$ cat config.mk
export PLATFORM = sky130hd
export DESIGN_NAME = button_event_typematic
export DESIGN_NICKNAME = d
export VERILOG_FILES = /design/src/bet_pkg.sv /design/src/button_event_typematic.sv
export SDC_FILE = /design/constraint.sdc
export NUM_CORES = 1
export LEC_CHECK = 0
export BUFFER_PORTS_ARGS = -buffer_cell sky130_fd_sc_hd__buf_2
export CORE_ASPECT_RATIO = 0.5
export CORE_MARGIN = 5
export CORE_UTILIZATION = 45
export DETAILED_ROUTE_END_ITERATION = 10
export GPL_TIMING_DRIVEN = 0
export RECOVER_POWER = 50
export SLEW_MARGIN = 20
export SYNTH_ARGS = -nofsm -noshare
export SYNTH_HDL_FRONTEND = slang
export SYNTH_SLANG_ARGS = --single-unit
export TNS_END_PERCENT = 30
$ cat constraint.sdc
create_clock -name clk -period 2.51 [get_ports clk]
set_input_delay 0.1255 -clock clk [delete_from_list [all_inputs] [get_ports clk]]
set_output_delay 0.1255 -clock clk [all_outputs]
set_load 0.02 [all_outputs]
$ cat src/bet_pkg.sv
package bet_pkg;

    // hold counter width and the width used for count compares
    localparam int CountBits = 16;
    localparam int CfgBits   = 16;
    localparam int CmpW      = (CountBits > CfgBits) ? CountBits : CfgBits;
    localparam int CntW      = $clog2(CmpW);
    localparam int CntMax    = CmpW - 1;

    typedef enum logic [1:0] {
        ST_IDLE,
        ST_DIV,
        ST_FINISH
    } state_t;

    typedef enum logic [2:0] {
        EV_NONE      = 3'd0,
        EV_PRESS     = 3'd1,
        EV_RELEASE   = 3'd2,
        EV_LONG      = 3'd3,
        EV_TYPEMATIC = 3'd4
    } event_t;

    typedef enum logic {
        OP_TICK = 1'b0,
        OP_READ = 1'b1
    } op_t;

    typedef enum logic [1:0] {
        CFG_LONG_PRESS  = 2'd0,
        CFG_TYPE_START  = 2'd1,
        CFG_TYPE_REPEAT = 2'd2,
        CFG_ACTIVE_LVL  = 2'd3
    } cfg_idx_t;

endpackage

$ cat src/button_event_typematic.sv
// flow: a request passes from the idle state to the finish state, and a held tick that
// needs the typematic repeat test first runs a one-bit-per-cycle remainder unit
// throughput: one request at a time, the next is taken once the result is registered
// reset: asynchronous active low, released phase, counter and event latch cleared,
// registers back to long 100, start 50, repeat 10, active level 0
module button_event_typematic
    import bet_pkg::*;
(
    input  logic        clk,
    input  logic        rst_n,
    // slave request side
    input  logic        s_tvalid,
    output logic        s_tready,
    input  logic [7:0]  s_tdata,    // [0] pin_level, [7:1] zero
    input  logic [0:0]  s_tuser,    // [0] op
    // master result side
    output logic        m_tvalid,
    input  logic        m_tready,
    output logic [7:0]  m_tdata,    // [0] is_pressed, [3:1] event_code, [4] notify, [7:5] zero
    // configuration write port
    input  logic        cfg_we,
    input  logic [1:0]  cfg_index,
    input  logic [15:0] cfg_data
);

    // configuration registers
    logic [CfgBits-1:0] long_press_reg;
    logic [CfgBits-1:0] type_start_reg;
    logic [CfgBits-1:0] type_repeat_reg;
    logic               active_level_reg;

    // block state
    state_t               state_reg, state_next;
    logic                 phase_pressed_reg, phase_pressed_next;
    logic [CountBits-1:0] hold_count_reg, hold_count_next;
    event_t               latched_event_reg, latched_event_next;
    logic                 last_pressed_reg, last_pressed_next;

    // request held while it is worked on
    op_t  op_reg, op_next;
    logic pressed_reg, pressed_next;

    // remainder unit for the typematic repeat test
    logic [CmpW-1:0]    div_reg, div_next;
    logic [CfgBits-1:0] rem_reg, rem_next;
    logic [CntW-1:0]    cnt_reg, cnt_next;
    logic [CfgBits:0]   shifted;
    logic [CfgBits+1:0] trial;

    // result register
    logic       m_tvalid_reg, m_tvalid_next;
    logic [7:0] m_tdata_reg, m_tdata_next;

    logic            accept;
    logic            out_load;
    logic            pressed_now;
    logic [CmpW-1:0] hold_ext, long_ext, start_ext;
    logic            hit_long, hit_start, above_start, repeat_nz;
    logic            need_div;

    assign s_tready = (state_reg == ST_IDLE);
    assign m_tvalid = m_tvalid_reg;
    assign m_tdata  = m_tdata_reg;

    assign accept   = s_tvalid && s_tready;
    assign out_load = (state_reg == ST_FINISH) && (!m_tvalid_reg || m_tready);

    // compares against the current hold count, stable while a request is in work
    assign pressed_now = (s_tdata[0] == active_level_reg);
    assign hold_ext    = CmpW'(hold_count_reg);
    assign long_ext    = CmpW'(long_press_reg);
    assign start_ext   = CmpW'(type_start_reg);
    assign hit_long    = (hold_ext == long_ext);
    assign hit_start   = (hold_ext == start_ext);
    assign above_start = (hold_ext > start_ext);
    assign repeat_nz   = (type_repeat_reg != '0);

    // only a held tick past the start count with a live repeat needs the remainder
    assign need_div = (op_t'(s_tuser[0]) == OP_TICK) && phase_pressed_reg && pressed_now
                      && !hit_long && !hit_start && above_start && repeat_nz;

    // restoring remainder step: shift one dividend bit in, subtract if it fits
    assign shifted = {rem_reg, div_reg[CmpW-1]};
    assign trial   = {1'b0, shifted} - {2'b00, type_repeat_reg};

    // next state
    always_comb
    begin
        state_next = state_reg;
        case (state_reg)
            ST_IDLE:
            begin
                if (accept)
                begin
                    state_next = need_div ? ST_DIV : ST_FINISH;
                end
            end
            ST_DIV:
            begin
                if (cnt_reg == '0)
                begin
                    state_next = ST_FINISH;
                end
            end
            ST_FINISH:
            begin
                if (out_load)
                begin
                    state_next = ST_IDLE;
                end
            end
            default:
            begin
                state_next = ST_IDLE;
            end
        endcase
    end

    // datapath and result
    always_comb
    begin
        phase_pressed_next = phase_pressed_reg;
        hold_count_next    = hold_count_reg;
        latched_event_next = latched_event_reg;
        last_pressed_next  = last_pressed_reg;
        op_next            = op_reg;
        pressed_next       = pressed_reg;
        div_next           = div_reg;
        rem_next           = rem_reg;
        cnt_next           = cnt_reg;
        m_tvalid_next      = m_tvalid_reg && !m_tready;
        m_tdata_next       = m_tdata_reg;

        case (state_reg)
            ST_IDLE:
            begin
                if (accept)
                begin
                    op_next      = op_t'(s_tuser[0]);
                    pressed_next = pressed_now;
                    // dividend is count minus start, only used when count is above start
                    div_next     = hold_ext - start_ext;
                    rem_next     = '0;
                    cnt_next     = CntW'(CntMax);
                end
            end
            ST_DIV:
            begin
                div_next = {div_reg[CmpW-2:0], 1'b0};
                rem_next = trial[CfgBits+1] ? shifted[CfgBits-1:0] : trial[CfgBits-1:0];
                cnt_next = cnt_reg - 1'b1;
            end
            ST_FINISH:
            begin
                if (out_load)
                begin
                    m_tvalid_next = 1'b1;
                    if (op_reg == OP_TICK)
                    begin
                        last_pressed_next = pressed_reg;
                        if (phase_pressed_reg)
                        begin
                            if (!pressed_reg)
                            begin
                                latched_event_next = EV_RELEASE;
                                phase_pressed_next = 1'b0;
                                hold_count_next    = '0;
                            end
                            else
                            begin
                                if (hit_long)
                                begin
                                    latched_event_next = EV_LONG;
                                end
                                else if (hit_start)
                                begin
                                    latched_event_next = EV_TYPEMATIC;
                                end
                                else if (above_start && repeat_nz && (rem_reg == '0))
                                begin
                                    latched_event_next = EV_TYPEMATIC;
                                end
                                hold_count_next = hold_count_reg + 1'b1;
                            end
                        end
                        else if (pressed_reg)
                        begin
                            latched_event_next = EV_PRESS;
                            phase_pressed_next = 1'b1;
                        end
                        m_tdata_next = {3'b000, (latched_event_next != EV_NONE),
                                        latched_event_next, pressed_reg};
                    end
                    else
                    begin
                        // read returns the latch before clearing, never notifies
                        m_tdata_next = {3'b000, 1'b0, latched_event_reg, last_pressed_reg};
                        latched_event_next = EV_NONE;
                    end
                end
            end
            default:
            begin
            end
        endcase
    end

    // control state and configuration
    always_ff @(posedge clk or negedge rst_n)
    begin
        if (!rst_n)
        begin
            state_reg         <= ST_IDLE;
            phase_pressed_reg <= 1'b0;
            hold_count_reg    <= '0;
            latched_event_reg <= EV_NONE;
            last_pressed_reg  <= 1'b0;
            m_tvalid_reg      <= 1'b0;
            long_press_reg    <= CfgBits'(100);
            type_start_reg    <= CfgBits'(50);
            type_repeat_reg   <= CfgBits'(10);
            active_level_reg  <= 1'b0;
        end
        else
        begin
            state_reg         <= state_next;
            phase_pressed_reg <= phase_pressed_next;
            hold_count_reg    <= hold_count_next;
            latched_event_reg <= latched_event_next;
            last_pressed_reg  <= last_pressed_next;
            m_tvalid_reg      <= m_tvalid_next;
            if (cfg_we)
            begin
                case (cfg_idx_t'(cfg_index))
                    CFG_LONG_PRESS:  long_press_reg   <= cfg_data;
                    CFG_TYPE_START:  type_start_reg   <= cfg_data;
                    CFG_TYPE_REPEAT: type_repeat_reg  <= cfg_data;
                    CFG_ACTIVE_LVL:  active_level_reg <= cfg_data[0];
                    default:
                    begin
                    end
                endcase
            end
        end
    end

    // payload, no reset needed
    always_ff @(posedge clk)
    begin
        op_reg      <= op_next;
        pressed_reg <= pressed_next;
        div_reg     <= div_next;
        rem_reg     <= rem_next;
        cnt_reg     <= cnt_next;
        m_tdata_reg <= m_tdata_next;
    end

    // counter only runs in the pressed phase and is cleared on release
    a_count_clear: assert property (@(posedge clk) disable iff (!rst_n)
        !phase_pressed_reg |-> (hold_count_reg == '0))
        else $error("hold count not clear in released phase");

    // a notify always comes with a latched event
    a_notify_event: assert property (@(posedge clk) disable iff (!rst_n)
        (m_tvalid_reg && m_tdata_reg[4]) |-> (m_tdata_reg[3:1] != 3'd0))
        else $error("notify without event");

    // a read result never notifies and leaves the latch empty
    a_read_clear: assert property (@(posedge clk) disable iff (!rst_n)
        (out_load && (op_reg == OP_READ)) |=> (!m_tdata_reg[4] && (latched_event_reg == EV_NONE)))
        else $error("read did not clear latch");

    // the remainder unit runs its full bit count before finishing
    a_div_runs: assert property (@(posedge clk) disable iff (!rst_n)
        ((state_reg == ST_DIV) && (cnt_reg != '0)) |=> (state_reg == ST_DIV))
        else $error("remainder unit left early");

endmodule
==> results_dict.tcl <==
set metrics [dict create \
    start_kind "register" \
    layout_commonest_cell "dfrtp_1" \
    grt_max_degree 55 \
    worstReg2RegStart "rem_reg[9]" \
    setup_violations 12 \
    pre_cts_slack_ps -409 \
    total_leakage_power_nw 3.59 \
    num_vias 5106 \
    fin_skew_ps 8.81 \
    initial_core_util_pct 46.4 \
    clkTransAtPathRegs_ps 60 \
    period_share_pct 103 \
    crit_slowest_cell "edfxtp_1" \
    drt_first_pass_iters 4 \
    place.gp.congestion 0.836 \
    critical_path.endpoint_type "register" \
    worstHoldStart "cfg_data[11]" \
    slew_viol_final 0 \
    synthArstFlopShare_pct 62.6 \
    syn_to_final_growth_pct 24.7 \
    fp.dieW_um 184 \
    fp-row-count 31 \
    status "complete, but fails checks" \
    wire_per_inst_um 17.4 \
    cpMostUsedCell "a21o_1" \
    crit_arrival_ps 2730 \
    route.detailed.drc 0 \
    core_mm2 0.0146 \
    crit_chain "ha_4 > a21o_1 > a21o_1 > a211o_1 > o311ai_4 > a31oi_4 > buf_8 > mux2i_1 > nor2_1" \
    avgSynthCellArea_um2 10.5 \
    ios 42 \
    nets 805 \
    tritoncts.num_buffers 17 \
    worstSkewPairLatency_ps 420 \
    crit_fanout 7 \
    routed_wl_um 16500 \
    cts_tree "built" \
    cp.required_ps 2670 \
    hp-class "in2reg" \
    synth-edff-count 43 \
    htreeDepth 4 \
    synth_seq_cells 115 \
    violations "setup timing" \
    ys_warn_count 0 \
    cts_buffer_depth 2 \
    critical_path.max_stage_delay_ps 440 \
    fin_ws_ps -64.4 \
    grt_pass1_wl_um 26900 \
    worst_slew_pin_slew_ps 1420 \
    utilization_pct 57.9 \
    postSynthCellCount 646 \
    max_freq_ghz 0.388 \
    synth_flop_cell "dfrtp_1" \
    grt-ovfl-total 0 \
    hold-worst-slack_ps 2.70 \
    vias_per_cell 5.39 \
    crit_path_start "rem_reg[9]" \
    power_per_cell_area_mw_per_mm2 823 \
    critical_path_class "reg2reg" \
    finalCriticalPeriod_ps 2570 \
    dpl-instance-area_mm2 0.00726 \
    grt.total_usage_pct 19.0 \
    hold_viol_final 0 \
    hpwl_um 11700 \
    cts.sinks 115 \
    ys_types 69 \
    final_antenna_net_count 0 \
    antenna_found_initial 0 \
    io_buffers 31 \
    final_area_mm2 0.00846 \
    synth_area_mm2 0.00678 \
    grt_pass1_vias 5207 \
    drtIter0Drc 255 \
    diodes 0 \
    seq_area_frac_synth_pct 45.7 \
    cts_root_buf "clkbuf_16" \
    rsz0062_at_grt "yes" \
    final_cell_mix "dfrtp_1 (63), nor2_1 (62), mux2_2 (50), inv_1 (45), edfxtp_1 (43)" \
    drv_cap 0 \
    dieArea_mm2 0.0178 \
    ir_drop_uv 419 \
    drive_above_1_share_pct 28.0 \
    slew_headroom_pct 5.30 \
    die_y_um 96.8 \
]
-- through the flow --
stage               power [mW]  instances  TNS, ps
CTS                       6.94        944     -287
detailed placement        4.15        879    -5860
finish                    6.96        948     -478
floorplan                 3.72        648        0
global route              7.33        948    -2990
global placement          4.10        877   -29190
-- final timing paths --
| check | end | slack (ps) | cells past startpoint |
|---|---|---|---|
| max | rem_reg[9] | -60 | 9 |
| min | type_repeat_reg[11] | 3 | 2 |
| max reg2reg | rem_reg[9] | -60 | 9 |
| min reg2reg | start_ext[10] | 510 | 1 |
| max in group asynchronous | type_repeat_reg[8] | 690 | 3 |
| min in group asynchronous | latched_event_reg[1] | 420 | 2 |
-- synth_stat cells (all sizes together), types with 5 or more instances --
master / count / area [um2]
a211oi: 7 / 72.6
a21o: 6 / 45.0
a21oi: 41 / 216
buf: 9 / 71.3
clkbuf: 12 / 55.1
dfrtp: 64 / 1600
dfstp: 8 / 210
edfxtp: 43 / 1290
ha: 34 / 425
inv: 51 / 191
mux2: 50 / 563
mux2i: 8 / 80.1
nand2: 36 / 135
nand2b: 8 / 50.1
nand3: 12 / 60.1
nand4: 14 / 87.6
nor2: 66 / 248
nor2b: 6 / 37.5
nor3: 10 / 66.3
nor3b: 6 / 50.1
nor4: 14 / 87.6
o21a: 5 / 37.5
o21ai: 30 / 150
xnor2: 21 / 184
xor2: 31 / 272
-- worst max-delay path: cells and delay by family, from the launching register on --
| family | cells | cell delay [ps] |
|---|---|---|
| buf+inv | 1 | 200 |
| simple gates | 1 | 60 |
| fa+ha+maj | 1 | 280 |
| flops | 1 | 440 |
| mux | 1 | 160 |
| compound gates | 5 | 1170 |
-- area by class of cell --
class                           instances  area, um2
Fill cell                            1212       6160
Multi-Input combinational cell        460       3670
Sequential cell                       115       3100
Timing Repair Buffer                   70        498
Clock buffer                           19        453
Tap cell                              198        248
Inverter                               51        191
Clock inverter                         13        159
Buffer                                 22        140
-- what timing repair did --
action                                  in CTS  in global routing
endpoints found under the setup margin      29                 38
hold endpoints to repair                    93                  0
gates cloned                                 2                  0
pin swaps                                   26                  4
resized for setup                           48                 22
buffers inserted                            20                  4
hold buffers                                11                  0
-- cells by family (layout without fill, tap and decap cells) --
kind of cell | Yosys count | in the layout | share of synthesized area (%)
AO/OA/AOI/OAI | 116 | 116 | 11.7
XOR/XNOR | 52 | 52 | 6.71
other | 1 | 3 | 0.0553
flip-flops | 115 | 115 | 45.7
buffers and inverters | 73 | 175 | 4.83
adder cells (fa/ha/maj) | 36 | 36 | 6.86
AND/OR/NAND/NOR | 195 | 195 | 14.6
multiplexers | 58 | 58 | 9.48
-- report_power, final --
part | internal, mW | total (mW) | leakage (nW) | switching [mW]
Sequential | 2.29 | 2.49 | 1.28 | 0.194
Combinational | 0.932 | 1.97 | 2.01 | 1.04
Clock | 1.61 | 2.50 | 0.295 | 0.894
Total | 4.83 | 6.96 | 3.59 | 2.13
-- metal layers --
| metal | share of wire, % | global-route usage (%) | up-vias |
|---|---|---|---|
| met3 | 3.7 | 3.94 | 21 |
| li1 | - | - | 2488 |
| met4 | 1.4 | 6.12 | 0 |
| met2 | 47 | 30.6 | 83 |
| met5 | 0 | 0 | - |
| met1 | 48 | 25.7 | 2514 |
Note: power is estimated with default switching activity, not from simulation.
